**src/design/drfp_pkg.sv**
```systemverilog
`timescale 1ns / 1ps

package drfp_pkg;

  // Frame layout
  localparam int unsigned MaxParams = 4;
  localparam int unsigned ParamIdxW = $clog2(MaxParams);
  localparam int unsigned CountW    = $clog2(MaxParams + 1);

  localparam logic [7:0] HdrByte = 8'hF2;
  localparam logic [7:0] EndByte = 8'h7E;

  // Response commands
  localparam logic [7:0] RspHeight = 8'h01;
  localparam logic [7:0] RspPhys   = 8'h07;
  localparam logic [7:0] RspFlags  = 8'h20;
  localparam logic [7:0] RspMax    = 8'h21;
  localparam logic [7:0] RspMin    = 8'h22;

  // Flag bits in the first parameter of a flags response
  localparam logic [7:0] FlagMax = 8'h01;
  localparam logic [7:0] FlagMin = 8'h10;

  // Header bytes before the command
  localparam logic [3:0] HdrCount = 4'd2;

  typedef enum logic [2:0] {
    StInProgress = 3'd0,
    StFrameOk    = 3'd1,
    StBadHeader  = 3'd2,
    StBadLength  = 3'd3,
    StBadSum     = 3'd4,
    StBadEnd     = 3'd5
  } status_e;

  typedef enum logic [5:0] {
    PhHeader  = 6'b000001,
    PhCommand = 6'b000010,
    PhLength  = 6'b000100,
    PhParams  = 6'b001000,
    PhSum     = 6'b010000,
    PhEnd     = 6'b100000
  } phase_e;

  // What the framer reports for the byte being taken
  typedef struct packed {
    logic                            ok;
    status_e                         status;
    logic [7:0]                      cmd;
    logic [CountW-1:0]               count;
    logic [MaxParams-1:0][7:0]       params;
  } frame_t;

endpackage

```
**src/design/drfp_framer.sv**
```systemverilog
`timescale 1ns / 1ps

module drfp_framer import drfp_pkg::*; (
  input  logic       clk_i,
  input  logic       rst_ni,
  input  logic       take_i,
  input  logic [7:0] rx_byte_i,
  output frame_t     frame_o
);

  phase_e                    phase_q, phase_d;
  logic [3:0]                idx_q, idx_d;
  logic [CountW-1:0]         count_q, count_d;
  logic [7:0]                sum_q, sum_d;
  logic [7:0]                cmd_q, cmd_d;
  logic [MaxParams-1:0][7:0] params_q;
  logic                      param_we;
  logic [3:0]                idx_inc;
  status_e                   status;
  logic                      ok;

  assign idx_inc = idx_q + 4'd1;

  // Next-state logic for one byte
  always_comb begin
    phase_d  = phase_q;
    idx_d    = idx_q;
    count_d  = count_q;
    sum_d    = sum_q;
    cmd_d    = cmd_q;
    param_we = 1'b0;
    status   = StInProgress;
    ok       = 1'b0;
    case (phase_q)
      PhHeader: begin
        if (rx_byte_i != HdrByte) begin
          status  = StBadHeader;
          phase_d = PhHeader;
          idx_d   = '0;
          count_d = '0;
          sum_d   = '0;
        end else begin
          idx_d = idx_inc;
          if (idx_inc >= HdrCount) phase_d = PhCommand;
        end
      end
      PhCommand: begin
        cmd_d   = rx_byte_i;
        sum_d   = rx_byte_i;
        phase_d = PhLength;
      end
      PhLength: begin
        if (rx_byte_i > 8'(MaxParams)) begin
          status  = StBadLength;
          phase_d = PhHeader;
          idx_d   = '0;
          count_d = '0;
          sum_d   = '0;
        end else begin
          count_d = rx_byte_i[CountW-1:0];
          idx_d   = '0;
          sum_d   = sum_q + rx_byte_i;
          phase_d = (rx_byte_i != 8'd0) ? PhParams : PhSum;
        end
      end
      PhParams: begin
        param_we = 1'b1;
        sum_d    = sum_q + rx_byte_i;
        idx_d    = idx_inc;
        if (idx_inc >= 4'(count_q)) phase_d = PhSum;
      end
      PhSum: begin
        if (rx_byte_i != sum_q) begin
          status  = StBadSum;
          phase_d = PhHeader;
          idx_d   = '0;
          count_d = '0;
          sum_d   = '0;
        end else begin
          phase_d = PhEnd;
        end
      end
      PhEnd: begin
        if (rx_byte_i == EndByte) begin
          status = StFrameOk;
          ok     = 1'b1;
        end else begin
          status = StBadEnd;
        end
        phase_d = PhHeader;
        idx_d   = '0;
        count_d = '0;
        sum_d   = '0;
      end
      default: begin
        phase_d = PhHeader;
        idx_d   = '0;
        count_d = '0;
        sum_d   = '0;
      end
    endcase
  end

  // Parse control state
  always_ff @(posedge clk_i or negedge rst_ni) begin
    if (!rst_ni) begin
      phase_q <= PhHeader;
      idx_q   <= '0;
      count_q <= '0;
      sum_q   <= '0;
      cmd_q   <= '0;
    end else if (take_i) begin
      phase_q <= phase_d;
      idx_q   <= idx_d;
      count_q <= count_d;
      sum_q   <= sum_d;
      cmd_q   <= cmd_d;
    end
  end

  // Parameter bytes of the current frame
  always_ff @(posedge clk_i) begin
    if (take_i && param_we) begin
      params_q[idx_q[ParamIdxW-1:0]] <= rx_byte_i;
    end
  end

  assign frame_o.ok     = ok;
  assign frame_o.status = status;
  assign frame_o.cmd    = cmd_q;
  assign frame_o.count  = count_q;
  assign frame_o.params = params_q;

endmodule

```
**src/design/desk_response_frame_parser.sv**
```systemverilog
`timescale 1ns / 1ps

// Response frame parser for a standing-desk controller. Takes one received
// serial byte per item and returns exactly one result item per byte: a
// status (in progress, frame ok, or the kind of framing error), the command
// of a completed good frame, and the current desk height, physical limits
// and configured limits, which change only when a good frame decodes. A
// byte is taken in every cycle that the result register is empty or being
// drained in the same cycle, so the block sustains one byte per clock; the
// result of a byte shows in the cycle after it is taken; request_limits is
// high only on the result that completes a valid physical limits frame.
module desk_response_frame_parser import drfp_pkg::*; (
  input  logic        clk_i,
  input  logic        rst_ni,
  input  logic        in_valid_i,
  output logic        in_ready_o,
  input  logic [7:0]  rx_byte_i,
  output logic        out_valid_o,
  input  logic        out_ready_i,
  output logic [2:0]  status_o,
  output logic [7:0]  response_code_o,
  output logic [15:0] height_o,
  output logic        height_valid_o,
  output logic [15:0] phys_max_o,
  output logic [15:0] phys_min_o,
  output logic [15:0] cfg_max_o,
  output logic        cfg_max_valid_o,
  output logic [15:0] cfg_min_o,
  output logic        cfg_min_valid_o,
  output logic        request_limits_o
);

  frame_t      frame;
  logic        take;

  logic        out_valid_q;
  status_e     status_q;
  logic [7:0]  code_q, code_d;
  logic        req_q, req_d;
  logic [15:0] height_q, height_d;
  logic        height_valid_q, height_valid_d;
  logic [15:0] phys_max_q, phys_max_d;
  logic [15:0] phys_min_q, phys_min_d;
  logic [15:0] cfg_max_q, cfg_max_d;
  logic        cfg_max_valid_q, cfg_max_valid_d;
  logic [15:0] cfg_min_q, cfg_min_d;
  logic        cfg_min_valid_q, cfg_min_valid_d;
  logic [15:0] pair0, pair2;

  assign in_ready_o = !out_valid_q || out_ready_i;
  assign take       = in_valid_i && in_ready_o;

  drfp_framer u_framer (
    .clk_i    (clk_i),
    .rst_ni   (rst_ni),
    .take_i   (take),
    .rx_byte_i(rx_byte_i),
    .frame_o  (frame)
  );

  assign pair0 = {frame.params[0], frame.params[1]};
  assign pair2 = {frame.params[2], frame.params[3]};

  // Decode a completed good frame
  always_comb begin
    code_d          = 8'd0;
    req_d           = 1'b0;
    height_d        = height_q;
    height_valid_d  = height_valid_q;
    phys_max_d      = phys_max_q;
    phys_min_d      = phys_min_q;
    cfg_max_d       = cfg_max_q;
    cfg_max_valid_d = cfg_max_valid_q;
    cfg_min_d       = cfg_min_q;
    cfg_min_valid_d = cfg_min_valid_q;
    if (frame.ok) begin
      code_d = frame.cmd;
      case (frame.cmd)
        RspHeight: begin
          if (frame.count == CountW'(3)) begin
            height_d       = pair0;
            height_valid_d = 1'b1;
          end
        end
        RspPhys: begin
          if (frame.count == CountW'(4)) begin
            phys_max_d = pair0;
            phys_min_d = pair2;
            req_d      = 1'b1;
          end
        end
        RspFlags: begin
          // empty flags frame carries nothing to apply
          if (frame.count != '0) begin
            if ((frame.params[0] & FlagMax) == 8'd0) begin
              cfg_max_d       = '0;
              cfg_max_valid_d = 1'b0;
            end
            if ((frame.params[0] & FlagMin) == 8'd0) begin
              cfg_min_d       = '0;
              cfg_min_valid_d = 1'b0;
            end
          end
        end
        RspMax: begin
          if (frame.count == CountW'(2)) begin
            cfg_max_d       = pair0;
            cfg_max_valid_d = 1'b1;
          end
        end
        RspMin: begin
          if (frame.count == CountW'(2)) begin
            cfg_min_d       = pair0;
            cfg_min_valid_d = 1'b1;
          end
        end
        default: begin
          code_d = frame.cmd;
        end
      endcase
    end
  end

  // Result register; stored desk values double as result fields
  always_ff @(posedge clk_i or negedge rst_ni) begin
    if (!rst_ni) begin
      out_valid_q     <= 1'b0;
      status_q        <= StInProgress;
      code_q          <= '0;
      req_q           <= 1'b0;
      height_q        <= '0;
      height_valid_q  <= 1'b0;
      phys_max_q      <= '0;
      phys_min_q      <= '0;
      cfg_max_q       <= '0;
      cfg_max_valid_q <= 1'b0;
      cfg_min_q       <= '0;
      cfg_min_valid_q <= 1'b0;
    end else begin
      if (take) begin
        out_valid_q     <= 1'b1;
        status_q        <= frame.status;
        code_q          <= code_d;
        req_q           <= req_d;
        height_q        <= height_d;
        height_valid_q  <= height_valid_d;
        phys_max_q      <= phys_max_d;
        phys_min_q      <= phys_min_d;
        cfg_max_q       <= cfg_max_d;
        cfg_max_valid_q <= cfg_max_valid_d;
        cfg_min_q       <= cfg_min_d;
        cfg_min_valid_q <= cfg_min_valid_d;
      end else if (out_ready_i) begin
        out_valid_q <= 1'b0;
      end
    end
  end

  assign out_valid_o      = out_valid_q;
  assign status_o         = status_q;
  assign response_code_o  = code_q;
  assign height_o         = height_q;
  assign height_valid_o   = height_valid_q;
  assign phys_max_o       = phys_max_q;
  assign phys_min_o       = phys_min_q;
  assign cfg_max_o        = cfg_max_q;
  assign cfg_max_valid_o  = cfg_max_valid_q;
  assign cfg_min_o        = cfg_min_q;
  assign cfg_min_valid_o  = cfg_min_valid_q;
  assign request_limits_o = req_q;

endmodule

```
**config.mk**
```make
export PLATFORM = sky130hd
export DESIGN_NAME = desk_response_frame_parser
export DESIGN_NICKNAME = d
export VERILOG_FILES = /design/src/design/drfp_pkg.sv /design/src/design/drfp_framer.sv /design/src/design/desk_response_frame_parser.sv
export SDC_FILE = /design/constraint.sdc
export NUM_CORES = 1
export LEC_CHECK = 0
export BUFFER_PORTS_ARGS = -buffer_cell sky130_fd_sc_hd__buf_2
export CAP_MARGIN = 20
export CORE_ASPECT_RATIO = 1.4
export CORE_UTILIZATION = 51
export DETAILED_ROUTE_END_ITERATION = 8
export PLACE_DENSITY = 0.77
export SETUP_SLACK_MARGIN = 0.3
export SLEW_MARGIN = 0
export SYNTH_ARGS = -nofsm -noshare
export SYNTH_HDL_FRONTEND = slang
export SYNTH_SLANG_ARGS = --single-unit
```
**constraint.sdc**
```tcl
create_clock -name clk_i -period 2.44 [get_ports clk_i]
set_input_delay 0.488 -clock clk_i [delete_from_list [all_inputs] [get_ports clk_i]]
set_output_delay 0.488 -clock clk_i [all_outputs]
set_load 0.02 [all_outputs]
```
==> Word level (Yosys, flattened, before mapping) <==
Index checks and enable logic that the tools add are counted.
{ "word_totals": {"reg_bits": 157, "inputBits": 12, "output_inout_bits": 97, "elab_cells": 127} }
{ "classes": {"add_sub_neg": 2, "order_cmp": 5, "n_eq_ne": 26, "muxes": 49, "bitwise": 2, "n_reduce_logical": 22} }
{ "ops": {"columns": ["op", "n"], "rows": [
  ["16-bit two-way mux", 5],
  ["16-bit one-hot mux with 2 select lines", 2],
  ["8-bit two-way mux", 5],
  ["8-bit one-hot mux with 5 select lines", 1],
  ["32-bit bitwise mux", 1],
  ["6-bit two-way mux", 5],
  ["6-bit one-hot mux with 5 select lines", 1],
  ["8-bit by 6-bit equality test with 1-bit output, second input constant", 3],
  ["3-bit one-hot mux with 4 select lines", 2],
  ["8-bit demux with 2-bit select", 1],
  ["8-bit logical NOT", 2],
  ["4-bit one-hot mux with 4 select lines", 1],
  ["3-bit two-way mux", 5],
  ["1-bit two-way mux", 13],
  ["4-bit AND reduction", 3],
  ["6-bit AND reduction", 2],
  ["2-bit != test, second input constant", 5],
  ["3-bit AND reduction", 3],
  ["8-bit adder", 1],
  ["8-bit by 1-bit equality test with 1-bit output, second input constant", 1],
  ["8-bit by 3-bit equality test with 1-bit output, second input constant", 1],
  ["8-bit by 7-bit equality test with 1-bit output, second input constant", 1],
  ["8-bit by 3-bit greater-than comparator with 1-bit output, second input constant", 1],
  ["4-bit two-way mux", 2],
  ["other kinds (29)", 39]
]} }

==> Longest topological paths before layout <==
Gate-level depths: netlist (run 1).
{ "logic_depth": {"ltp_word": 5, "ltp_mapped": 9, "depth_no_buf": 8} }

==> Hierarchy <==
From an unflattened synthesis (run 1), not the netlist that was laid out.
{ "hier_totals": {"cells_unflattened": 545, "area_unflattened_um2": 7129.3} }
{ "modules_own_cells": {"columns": ["mod", "instances", "cells_each", "area_per_inst_um2"], "rows": [
  ["desk_response_frame_parser", 1, 303, 4098.9],
  ["drfp_framer", 1, 242, 3030.4]
]} }

==> Least setup slack after synthesis (run 1) <==
No wires, ideal clock.
{ "synth_timing": {"kind": "input port to flip-flop", "start": "input port rx_byte_i[0]", "end": "register height_q[10], in the netlist height_o[10]", "t_arrival_ns": 2.502, "t_required_ns": 2.315, "setup_slack_ns": -0.188, "stages": 7, "n_path_buf": 1, "cell_sequence": "nand2b_1 > or4_4 > nor3_4 > nand4b_2 > nor4_4 > buf_6 > mux2_4"} }
{ "synth_between": {"elab_chain_cells": 4} }
{ "synth_lines": {"columns": ["item", "line_no", "rtl"], "rows": [
  ["start: declaration", "desk_response_frame_parser.sv:17", "input logic [7:0] rx_byte_i,"],
  ["8-bit by 7-bit equality test with 1-bit output", "drfp_framer.sv:84", "if (rx_byte_i == EndByte) begin"],
  ["1-bit two-way mux", "drfp_framer.sv:84", null],
  ["1-bit two-way mux", "drfp_framer.sv:34", "case (phase_q)"],
  ["4-bit AND reduction (no line)", null, null],
  ["end signal: assignment", "desk_response_frame_parser.sv:145", "height_q <= height_d;"],
  ["end: declaration", "desk_response_frame_parser.sv:40", "logic [15:0] height_q, height_d;"]
]} }
Every way passes these cells.
A chain may end at the register's enable or synchronous reset.

==> Worst setup path after layout (run 1) <==
{ "layout_timing": {"start": "register u_framer.phase_q[1]", "end": "register cfg_min_q[13], in the netlist cfg_min_o[13]"} }
{ "layout_between": {"elab_chain_cells": 3} }
{ "layout_lines": {"columns": ["item", "line_no", "rtl"], "rows": [
  ["start: declaration", "drfp_framer.sv:11", "phase_e phase_q, phase_d;"],
  ["start signal: assignment", "drfp_framer.sv:107", "phase_q <= PhHeader;"],
  ["start signal: assignment", "drfp_framer.sv:113", "phase_q <= phase_d;"],
  ["6-bit equality test", "drfp_framer.sv:34", null],
  ["1-bit two-way mux", "drfp_framer.sv:34", null],
  ["6-bit AND reduction (no line)", null, null],
  ["end signal: assignment", "desk_response_frame_parser.sv:151", "cfg_min_q <= cfg_min_d;"],
  ["end: declaration", "desk_response_frame_parser.sv:46", "logic [15:0] cfg_min_q, cfg_min_d;"]
]} }
Every way passes these cells.

==> impl_metrics.tcl, run 1 <==
set metrics [dict create \
    initial_utilization_pct 52.9 \
    detail_route.wirelength_um 19700 \
    first_pass_grt_wire_length_um 28100 \
    number_of_buffers_created_by_cts 17 \
    ys_seq_elements 157 \
    ios 109 \
    area_growth_syn_to_layout_pct 43.4 \
    core_region_area_um2 12500 \
    final_nets 722 \
    maximum_buffer_depth_of_the_clock_tree 2 \
    post-route-cell-area_um2 9480 \
    die_w_um 98.2 \
    cp_data_required_time_ps 2750 \
    share_of_the_yosys_chip_area_belonging_to_registers_pct 61.9 \
    placed_area_um2 7830 \
    drt-pass1-iter-count 6 \
    mostFrequentLayoutCell "sky130_fd_sc_hd__dfrtp_1" \
    hpwl_um 11100 \
    routed_len_inst_um 22.9 \
    layout-drive-gt1-share_pct 53.4 \
    pre_cts_slack_ps -371 \
    power.density_cell_area_nw_per_um2 602 \
    fin_ws_ps -187 \
    global_route.overflow_total 0 \
    number_of_flops_mapped_to_enable_cells_by_yosys 32 \
    arrival_ps 2940 \
    finalHoldWorstSlack_ps 59.1 \
    r2r_setup_slack_ps -190 \
    critical_path.max_fanout 11 \
    final_cell_mix "122 x sky130_fd_sc_hd__dfrtp_1, 107 x sky130_fd_sc_hd__buf_2, 52 x sky130_fd_sc_hd__mux2_4, 49 x sky130_fd_sc_hd__buf_4, 35 x sky130_fd_sc_hd__nand2_1" \
    cp-endpoint "cfg_min_o[13]" \
    cp-end-kind "flip-flop" \
    path_class "reg2reg" \
    post_synth_inst_count 494 \
    syn_nets 521 \
    vias_in_the_first_global_route 5191 \
    number_of_vias_after_detailed_routing 5131 \
    final_min_period_over_clock_period_pct 108 \
    power.ir.vdd_worst_v 0.000409 \
    cts_htree_levels 4 \
    clock-skew-final_ps 9.17 \
    vias_per_cell 5.98 \
    grt_antenna_before_repair 0 \
    detail_route.iter0.violations 296 \
    cap_viol_max_count 0 \
    cts_tree "done" \
    numClockSinks 157 \
    asyncSetResetFlopFracSynth_pct 79.6 \
    worstReg2RegEnd "cfg_min_o[13]" \
    dieHeight_um 137 \
    summed_instance_area_of_the_synthesized_netlist_um2 6610 \
    power_leakage_nw 4.57 \
    worstSetupStartpoint "u_framer.phase_q[1]" \
    ys_dominant_reg_cell "sky130_fd_sc_hd__dfrtp_1" \
    result_of_the_run "finished, violations left" \
    fillerInstances 691 \
    remaining_drc_errors 9 \
    timing.max_slew.rel_slack_pct 68.3 \
    timing.critical_path.from_type "flip-flop" \
    timing.final.hold_violations 0 \
    buffer_ports.inserted 108 \
    setup_viol 65 \
    failed_checks "design-rule violations, negative setup slack" \
    synth.top_cell.area_share_pct 46.9 \
    yosysWarningCount 0 \
    grt_use_total_pct 28.1 \
    worst_max_slew_pin_slew_ps 475 \
    worst_setup_hold_path_clk_slew_ps 60 \
    fp.dieArea_um2 13400 \
    antenna_cell_count 0 \
    rsz0062_at_grt "yes" \
    core.rowCount 48 \
    detail-route-antenna-nets 0 \
    reg2reg_depth 9 \
    tns_setup_ps -5770 \
    max_clock_freq_mhz 381 \
    pin_count_of_the_biggest_net_entering_global_routing 69 \
    yosys.cell_types.count 60 \
    synth_top_cell_by_area "sky130_fd_sc_hd__dfrtp_1" \
    syn-mean-instance-area_um2 13.4 \
    clk_latency_ps 430 \
    min_clock_period_post_route_ps 2630 \
    regToRegStartpoint "u_framer.phase_q[1]" \
    routabilityCongestion 0.899 \
    total_power_mw 5.71 \
    hp-class "in2async" \
    timing.final.max_slew_violations 0 \
    ctsRootBufferMaster "sky130_fd_sc_hd__clkbuf_16" \
    most_area_consuming_cells_after_synthesis "sky130_fd_sc_hd__dfrtp_1 47%, sky130_fd_sc_hd__edfxtp_1 15%, sky130_fd_sc_hd__mux2_2 8.3%, sky130_fd_sc_hd__nand2_1 3.3%, sky130_fd_sc_hd__a22o_1 3.0%" \
]
==> metrics by stage <==
stage,cells,utilization [%]
after global routing,858,75.9
after detailed placement,784,62.7
after global placement,784,62.7
final,858,75.9
after CTS,842,71.4
after floorplan,494,-
==> cell usage after synthesis (6+ instances only) <==
master                     instances
sky130_fd_sc_hd__a22o_1           23
sky130_fd_sc_hd__buf_6             6
sky130_fd_sc_hd__nand3_1          12
sky130_fd_sc_hd__and3_1            6
sky130_fd_sc_hd__dfrtp_1         124
sky130_fd_sc_hd__nor3_1            6
sky130_fd_sc_hd__clkbuf_1          9
sky130_fd_sc_hd__a22oi_1           7
sky130_fd_sc_hd__edfxtp_1         32
sky130_fd_sc_hd__nor2_1           12
sky130_fd_sc_hd__o21ai_0          35
sky130_fd_sc_hd__mux2_4            9
sky130_fd_sc_hd__nand2b_1         10
sky130_fd_sc_hd__mux2_2           49
sky130_fd_sc_hd__ha_1             14
sky130_fd_sc_hd__inv_1            10
sky130_fd_sc_hd__nand2_1          58
==> per-layer routing <==
layer	GRT usage, %	vias to the layer above	routed length (µm)
met5	0	-	0
met4	13.0	0	800
met3	4.95	65	875
met2	51.0	228	10700
met1	32.5	2625	7280
li1	-	2213	-
==> sequential cells by signal, summed over array words and instances (netlist names) <==
name / flops
cfg_max_valid_o: 1
cfg_min_valid_o: 1
status_o: 3
height_o: 16
out_valid_o: 1
phys_min_o: 16
height_valid_o: 1
cfg_min_o: 16
response_code_o: 8
u_framer.count_q: 3
u_framer.frame_o: 32
u_framer.idx_q: 4
phys_max_o: 16
request_limits_o: 1
u_framer.sum_q: 8
u_framer.cmd_q: 8
cfg_max_o: 16
u_framer.phase_q: 6
==> logic make-up (layout without fill, tap and decap cells) <==
logic type,count (synthesis),count (layout),share of synthesized area (%)
muxes,61,61,10.9
DFF,157,157,61.9
xor gates and xnor gates,9,9,1.19
adders and majority gates,15,15,2.95
buffers and inverters,27,241,2.40
and+or+nand+nor,134,134,11.4
AOI/OAI and AO/OA,91,91,9.38
==> layout make-up <==
type	instances	area [µm²]	share of cell area, %
clock buffers	21	492	5.19
clock inverters	11	109	1.15
inverters	10	37.5	0.396
multi-input cells	310	2940	31.0
flip-flops and latches	157	4090	43.2
well taps	150	188	1.98
repair buffers	199	1620	17.1
==> what timing repair did <==
item,CTS,global route
hold buffers,0,0
pin swaps,12,39
endpoints found under the setup margin,106,145
resized for setup,41,122
setup buffers,19,14
gates cloned,7,2
==> critical path, cell delays in order (launching register included) <==
cell,delay [ps]
sky130_fd_sc_hd__dfrtp_1,430
sky130_fd_sc_hd__nor4_4,300
sky130_fd_sc_hd__nand3b_1,260
sky130_fd_sc_hd__nor3_4,360
sky130_fd_sc_hd__buf_4,180
sky130_fd_sc_hd__buf_6,90
sky130_fd_sc_hd__nand4_4,90
sky130_fd_sc_hd__or3b_4,410
sky130_fd_sc_hd__buf_6,160
sky130_fd_sc_hd__a22o_1,240
==> where the power goes <==
group	switching, mW	leakage [nW]	total [mW]	internal, mW
logic	0.196	2.26	0.343	0.147
registers	0.0189	2.02	2.72	2.70
clock network	1.10	0.294	2.65	1.55
==> how the worst min path moves through the flow <==
stage | start | endpoint | slack [ps] | depth (start not counted)
final | rst_ni | height_o[2] | 60 | 2
after global routing | rst_ni | height_o[2] | 80 | 2
after CTS | rst_ni | response_code_o[2] | 80 | 2
after detailed placement | height_valid_o | height_valid_o | 450 | 1
after global placement | height_valid_o | height_valid_o | 450 | 1
after floorplan | rst_ni | cfg_max_o[0] | 190 | 0
(Power assumes the default switching activity.)
==> run 2, diff against run 1 <==
--- a/config.mk
+++ b/config.mk
@@ -8,10 +8,11 @@
 export BUFFER_PORTS_ARGS = -buffer_cell sky130_fd_sc_hd__buf_2
 export CAP_MARGIN = 20
 export CORE_ASPECT_RATIO = 1.4
-export CORE_UTILIZATION = 51
+export CORE_UTILIZATION = 60
 export DETAILED_ROUTE_END_ITERATION = 8
-export PLACE_DENSITY = 0.77
+export PLACE_DENSITY = 0.85
 export SETUP_SLACK_MARGIN = 0.3
+export SKIP_LAST_GASP = 1
 export SLEW_MARGIN = 0
 export SYNTH_ARGS = -nofsm -noshare
 export SYNTH_HDL_FRONTEND = slang
==> constraint.sdc (replaced) <==
create_clock -name clk_i -period 3.1 [get_ports clk_i]
set_input_delay 0.62 -clock clk_i [delete_from_list [all_inputs] [get_ports clk_i]]
set_output_delay 0.62 -clock clk_i [all_outputs]
set_load 0.02 [all_outputs]
==> run 2 against run 1 <==
The run now ends clean. First-iteration DRC count is 17% lower. Via count is 8.5% lower. Sequential power is 21% lower. Critical path type unchanged.
==> impl_metrics.tcl, run 2 (synthesized netlist as in run 1, its figures left out) <==
set metrics [dict create \
    timing.max_slew.rel_slack_pct 43.1 \
    drt-pass1-iter-count 5 \
    vias_in_the_first_global_route 4768 \
    area_growth_syn_to_layout_pct 21.6 \
    cts_tree "done" \
    fillerInstances 674 \
    core.rowCount 45 \
    maximum_buffer_depth_of_the_clock_tree 2 \
    detail_route.wirelength_um 16100 \
    global_route.overflow_total 0 \
    hpwl_um 10600 \
    cp_data_required_time_ps 3400 \
    detail-route-antenna-nets 0 \
    timing.final.max_slew_violations 0 \
    total_power_mw 4.53 \
    worst_max_slew_pin_slew_ps 853 \
    numClockSinks 157 \
    timing.critical_path.from_type "flip-flop" \
    layout.cells.non_filler 780 \
    final_cell_mix "124 x sky130_fd_sc_hd__dfrtp_1, 107 x sky130_fd_sc_hd__buf_2, 58 x sky130_fd_sc_hd__nand2_1, 49 x sky130_fd_sc_hd__mux2_2, 35 x sky130_fd_sc_hd__o21ai_0" \
    grt_use_total_pct 29.5 \
    remaining_drc_errors 0 \
    initial_utilization_pct 61.2 \
    hp-class "in2async" \
    rsz0062_at_grt "no" \
    detail_route.iter0.violations 247 \
    ctsRootBufferMaster "sky130_fd_sc_hd__clkbuf_16" \
    core_region_area_um2 10800 \
    timing.critical_path.slowest_cell_delay_ps 410 \
    critical_path.most_common_cell "sky130_fd_sc_hd__buf_4" \
    final_core_util_pct 74.4 \
    clock-skew-final_ps 6.94 \
    largest_reg_flops 32 \
    clk_latency_ps 420 \
    ios 109 \
    routabilityCongestion 0.900 \
    fp.dieArea_um2 11500 \
    cts.repair_timing.setup_buffer_count 0 \
    final_nets 653 \
    power.ir.vdd_worst_v 0.000397 \
    power.density_cell_area_nw_per_um2 564 \
    cap_viol_max_count 0 \
    first_pass_grt_wire_length_um 25400 \
    grt_antenna_before_repair 0 \
    final_min_period_over_clock_period_pct 84.7 \
    critical_path.max_fanout 17 \
    number_of_buffers_created_by_cts 17 \
    power_leakage_nw 3.92 \
    pin_count_of_the_biggest_net_entering_global_routing 73 \
    cts_htree_levels 4 \
    critical_path.cell_chain "nor4_2, nand3b_1, nor3_4, buf_4, nand4_4, or3b_1, buf_4, a22o_1" \
    r2r_setup_slack_ps 470 \
    setup_viol 0 \
    dieHeight_um 126 \
    die_w_um 90.7 \
    hold_fix_buffers_at_cts 0 \
    timing.final.hold_violations 0 \
    antenna_cell_count 0 \
    placed_area_um2 7400 \
    mostFrequentLayoutCell "sky130_fd_sc_hd__dfrtp_1" \
    post-route-cell-area_um2 8040 \
    routed_len_inst_um 20.6 \
    layout-drive-gt1-share_pct 36.9 \
    ctsResizeCount 0 \
    vias_per_cell 6.02 \
    tns_setup_ps 0 \
    cp-end-kind "flip-flop" \
    slowest_stage "sky130_fd_sc_hd__dfrtp_1" \
    min_clock_period_post_route_ps 2630 \
    path_class "reg2reg" \
    max_clock_freq_mhz 381 \
    dpl.cell_count 748 \
    worst_setup_hold_path_clk_slew_ps 60 \
    arrival_ps 2930 \
    buffer_ports.inserted 108 \
    number_of_vias_after_detailed_routing 4694 \
    result_of_the_run "finished clean" \
]
[run 2: changes by cell type in the layout (fill, tap and decap cells not counted), moves of 23 or more]
cell,previous run,this run
sky130_fd_sc_hd__mux2_2,7,49
sky130_fd_sc_hd__o21ai_0,4,35
sky130_fd_sc_hd__buf_4,49,21
sky130_fd_sc_hd__o21ai_2,27,0
sky130_fd_sc_hd__buf_6,23,0
sky130_fd_sc_hd__nand2_1,35,58
sky130_fd_sc_hd__mux2_4,52,9
[run 2: stage by stage]
step	worst slack (ps)	hold slack, ps
after global placement	233	446
after detailed placement	119	456
after floorplan	340	324
final	475	85.9
after CTS	427	88.5
after global routing	350	103
[run 2: path summary, 6_finish.rpt]
kind                                     start                  end  cells past startpoint
max in group asynchronous               rst_ni         cfg_min_o[4]                      2
min in group clk_i                  in_valid_i          out_valid_o                      2
max reg2reg                u_framer.phase_q[1]        cfg_min_o[10]                      8
max                        u_framer.phase_q[1]        cfg_min_o[10]                      8
min reg2reg                     height_valid_o       height_valid_o                      1
min                                     rst_ni  u_framer.phase_q[5]                      1
[run 2: critical path, delay by kind of cell (launching register included)]
family	cells	cell delay (ps)
flip-flops	1	410
AO/OA/AOI/OAI	1	260
buffers and inverters	2	450
AND/OR/NAND/NOR	5	1380
[run 2: cell type report]
type	count	area (µm²)	share of cell area, %
Clock inverter	13	188	2.33
Clock buffer	19	443	5.51
Tap cell	141	176	2.19
Multi-Input combinational cell	310	2370	29.5
Inverter	10	37.5	0.467
Sequential cell	157	4090	50.9
Timing Repair Buffer	130	733	9.12
[run 2: routing by layer]
layer	vias to the layer above	global-route usage, %	part of all wire, %
met5	-	0	0
met4	0	12.2	2.7
met3	39	5.98	5.5
met2	198	52.1	54
met1	2400	35.0	38
li1	2057	-	-
[run 2: where the power goes]
group,leakage (nW),internal (mW),total [mW],switching [mW]
clock network,0.303,1.38,2.21,0.840
logic,1.59,0.0557,0.175,0.119
registers,2.02,2.12,2.14,0.0209
total,3.92,3.55,4.53,0.980
==> run 3, diff against run 2 <==
--- a/config.mk
+++ b/config.mk
@@ -5,12 +5,13 @@
 export SDC_FILE = /design/constraint.sdc
 export NUM_CORES = 1
 export LEC_CHECK = 0
+export ABC_AREA = 1
 export BUFFER_PORTS_ARGS = -buffer_cell sky130_fd_sc_hd__buf_2
 export CAP_MARGIN = 20
 export CORE_ASPECT_RATIO = 1.4
-export CORE_UTILIZATION = 60
+export CORE_UTILIZATION = 57
 export DETAILED_ROUTE_END_ITERATION = 8
-export PLACE_DENSITY = 0.85
+export PLACE_DENSITY = 0.81
 export SETUP_SLACK_MARGIN = 0.3
 export SKIP_LAST_GASP = 1
 export SLEW_MARGIN = 0
==> constraint.sdc (replaced) <==
create_clock -name clk_i -period 2.6 [get_ports clk_i]
set_input_delay 0.52 -clock clk_i [delete_from_list [all_inputs] [get_ports clk_i]]
set_output_delay 0.52 -clock clk_i [all_outputs]
set_load 0.02 [all_outputs]
==> run 3 against run 2 <==
Via count rose by 24%. Synthesized cell count is 65% higher. First-iteration DRC count up 55%. Final area increased by 5.3%. Fmax increased by 27%. Power up 18%. Die area increased by 14%. Largest cell class unchanged. Clock power up 14%. Worst setup slack better by 64 ps. Highest routed layer unchanged. Hold slack gained 33 ps. Count of clock-buffer cells in the layout increased by 2. Register-to-register slack gained 60 ps. Critical endpoint is now u_framer.phase_q[3].
==> impl_metrics.tcl, run 3 <==
set metrics [dict create \
    result_of_the_run "finished clean" \
    power.ir.vdd_worst_v 0.000461 \
    worst_path_dominant_cell_family "simple AND/OR/NAND/NOR gates" \
    cts.repair_timing.setup_buffer_count 0 \
    ctsResizeCount 0 \
    first_pass_grt_wire_length_um 27600 \
    final_core_util_pct 68.7 \
    critical_path.cell_chain "inv_1, ha_1, or2_2, nor2_1, nand3_1, nand2_1, nand2_1, nand2_1, nand2_1, o21ai_1" \
    timing.final.max_slew_violations 0 \
    pin_count_of_the_biggest_net_entering_global_routing 65 \
    top_usage_layer "met2" \
    ys_dominant_reg_cell "sky130_fd_sc_hd__dfrtp_1" \
    grt.met2_usage_pct 46.6 \
    yosysWarningCount 0 \
    fp.dieArea_um2 13000 \
    slowest_stage "sky130_fd_sc_hd__dfrtp_1" \
    clock-skew-final_ps 7.90 \
    grt.met1_usage_pct 31.2 \
    die_w_um 96.7 \
    global_route.overflow_total 0 \
    core_region_area_um2 12300 \
    tns_setup_ps 0 \
    detail-route-antenna-nets 0 \
    total_power_mw 5.34 \
    core.rowCount 48 \
    vias_per_cell 5.35 \
    regToRegStartpoint "u_framer.idx_q[0]" \
    power_leakage_nw 4.63 \
    worst_max_slew_pin_slew_ps 661 \
    initial_utilization_pct 58.2 \
    reg2reg_depth 10 \
    rsz0062_at_grt "no" \
    path_class "reg2reg" \
    post_synth_most_frequent_cells "262 x sky130_fd_sc_hd__nand2_1, 124 x sky130_fd_sc_hd__dfrtp_1, 88 x sky130_fd_sc_hd__inv_1" \
    remaining_drc_errors 0 \
    max_clock_freq_mhz 485 \
    ios 109 \
    number_of_buffers_created_by_cts 17 \
    final_cell_mix "262 x sky130_fd_sc_hd__nand2_1, 124 x sky130_fd_sc_hd__dfrtp_1, 107 x sky130_fd_sc_hd__buf_2, 88 x sky130_fd_sc_hd__inv_1, 77 x sky130_fd_sc_hd__nor2_1" \
    vias_in_the_first_global_route 5715 \
    hp-class "in2async" \
    mostFrequentLayoutCell "sky130_fd_sc_hd__nand2_1" \
    worstReg2RegEnd "u_framer.phase_q[3]" \
    critical_path.most_common_cell "sky130_fd_sc_hd__nand2_1" \
    maximum_buffer_depth_of_the_clock_tree 2 \
    yosys.cell_types.count 34 \
    antenna_cell_count 0 \
    hold_fix_buffers_at_cts 0 \
    most_area_consuming_cells_after_synthesis "sky130_fd_sc_hd__dfrtp_1 43%, sky130_fd_sc_hd__nand2_1 14%, sky130_fd_sc_hd__edfxtp_1 13%, sky130_fd_sc_hd__inv_1 4.6%, sky130_fd_sc_hd__nor2_1 4.0%" \
    clk_latency_ps 420 \
    synth.top_cell.area_share_pct 43.3 \
    routabilityCongestion 0.914 \
    syn_nets 841 \
    numClockSinks 157 \
    worst_setup_hold_path_clk_slew_ps 60 \
    dpl.cell_count 1060 \
    timing.critical_path.slowest_cell_delay_ps 440 \
    buffer_ports.inserted 108 \
    power.density_cell_area_nw_per_um2 631 \
    dieHeight_um 135 \
    cp-end-kind "flip-flop" \
    arrival_ps 2400 \
    cp.buffers_inverters 1 \
    detail_route.iter0.violations 384 \
    number_of_flops_mapped_to_enable_cells_by_yosys 32 \
    routed_len_inst_um 15.4 \
    number_of_vias_after_detailed_routing 5844 \
    layout.cells.non_filler 1092 \
    setup_viol 0 \
    timing.final.hold_violations 0 \
    final_min_period_over_clock_period_pct 79.3 \
    layout-drive-gt1-share_pct 19.3 \
    final_nets 956 \
    grt_antenna_before_repair 0 \
    cts_htree_levels 4 \
    area_growth_syn_to_layout_pct 18.2 \
    hpwl_um 11800 \
    post_synth_inst_count 814 \
    min_clock_period_post_route_ps 2060 \
    drt-pass1-iter-count 7 \
    grt_use_total_pct 27.0 \
    critical_path.max_fanout 10 \
    asyncSetResetFlopFracSynth_pct 79.6 \
    detail_route.wirelength_um 16800 \
    cap_viol_max_count 0 \
    syn-mean-instance-area_um2 8.80 \
    cp_data_required_time_ps 2940 \
    timing.critical_path.from_type "flip-flop" \
    share_of_the_yosys_chip_area_belonging_to_registers_pct 57.1 \
    r2r_setup_slack_ps 540 \
    cts_tree "done" \
    yosysMostFrequentCell "sky130_fd_sc_hd__nand2_1" \
    synth_top_cell_by_area "sky130_fd_sc_hd__dfrtp_1" \
    ctsRootBufferMaster "sky130_fd_sc_hd__clkbuf_16" \
    grt_util_met3_pct 6.11 \
    largest_reg_flops 32 \
    timing.max_slew.rel_slack_pct 55.8 \
    ys_seq_elements 157 \
    summed_instance_area_of_the_synthesized_netlist_um2 7160 \
    critical_path_cell_count 10 \
]
[run 3: cell count changes in the layout (fill, tap and decap cells not counted), sizes merged, moves of 8 or more]
| cell | before | now |
|---|---|---|
| nand2 | 58 | 270 |
| inv | 13 | 94 |
| nor2 | 12 | 89 |
| mux2 | 59 | 2 |
| nand3 | 12 | 56 |
| o21ai | 37 | 77 |
| a22o | 24 | 0 |
| buf | 130 | 117 |
| nand2b | 10 | 0 |
| a21oi | 4 | 13 |
| nand4 | 2 | 10 |
[run 3: worst max path at each step]
stage | from | end | slack [ps]
4_1_cts | u_framer.idx_q[0] | u_framer.phase_q[5] | 560
3_3_place_gp | rx_byte_i[2] | u_framer.count_q[2] | 410
2_1_floorplan | out_ready_i | u_framer.frame_o[0] | 710
3_5_place_dp | rx_byte_i[2] | u_framer.count_q[1] | 370
5_1_grt | u_framer.idx_q[0] | u_framer.phase_q[1] | 370
6_report | u_framer.idx_q[0] | u_framer.phase_q[3] | 540
[run 3: power breakdown]
group | leakage (nW) | total [mW] | switching, mW | internal, mW
Sequential | 2.02 | 2.55 | 0.0187 | 2.53
Clock | 0.294 | 2.51 | 1.00 | 1.51
Combinational | 2.32 | 0.277 | 0.200 | 0.0775
[run 3: area by class of cell]
cell class                 count  area, µm²
timing repair buffer         117        636
tap                          150        188
clock buffer                  21        472
sequential                   157       4090
clock inverter                11        129
multi-input combinational    545       2610
fill                         944       3850
inverter                      91        342
[run 3: cells by family after synthesis]
logic type | share of synthesized area, %
buffers and inverters | 6.47
AO/OA/AOI/OAI | 6.40
flip-flops | 57.1
multiplexers | 0.315
AND/OR/NAND/NOR | 26.4
adder cells (fa/ha/maj) | 2.73
XOR/XNOR | 0.612
[run 3: metal layers]
metal / routed length (µm) / part of all wire [%] / vias up
met2: 8790 / 52 / 226
li1: - / - / 2826
met4: 573 / 3.4 / 0
met3: 1060 / 6.3 / 51
met5: 0 / 0 / -
met1: 6390 / 38 / 2741
[run 3: through the flow]
step / hold WS, ps / instance area (µm²) / worst slack, ps
global placement: 443 / 7860 / 414
floorplan: 224 / 7160 / 706
finish: 119 / 8460 / 539
CTS: 138 / 8460 / 558
global route: 158 / 8460 / 373
detailed placement: 454 / 7860 / 371
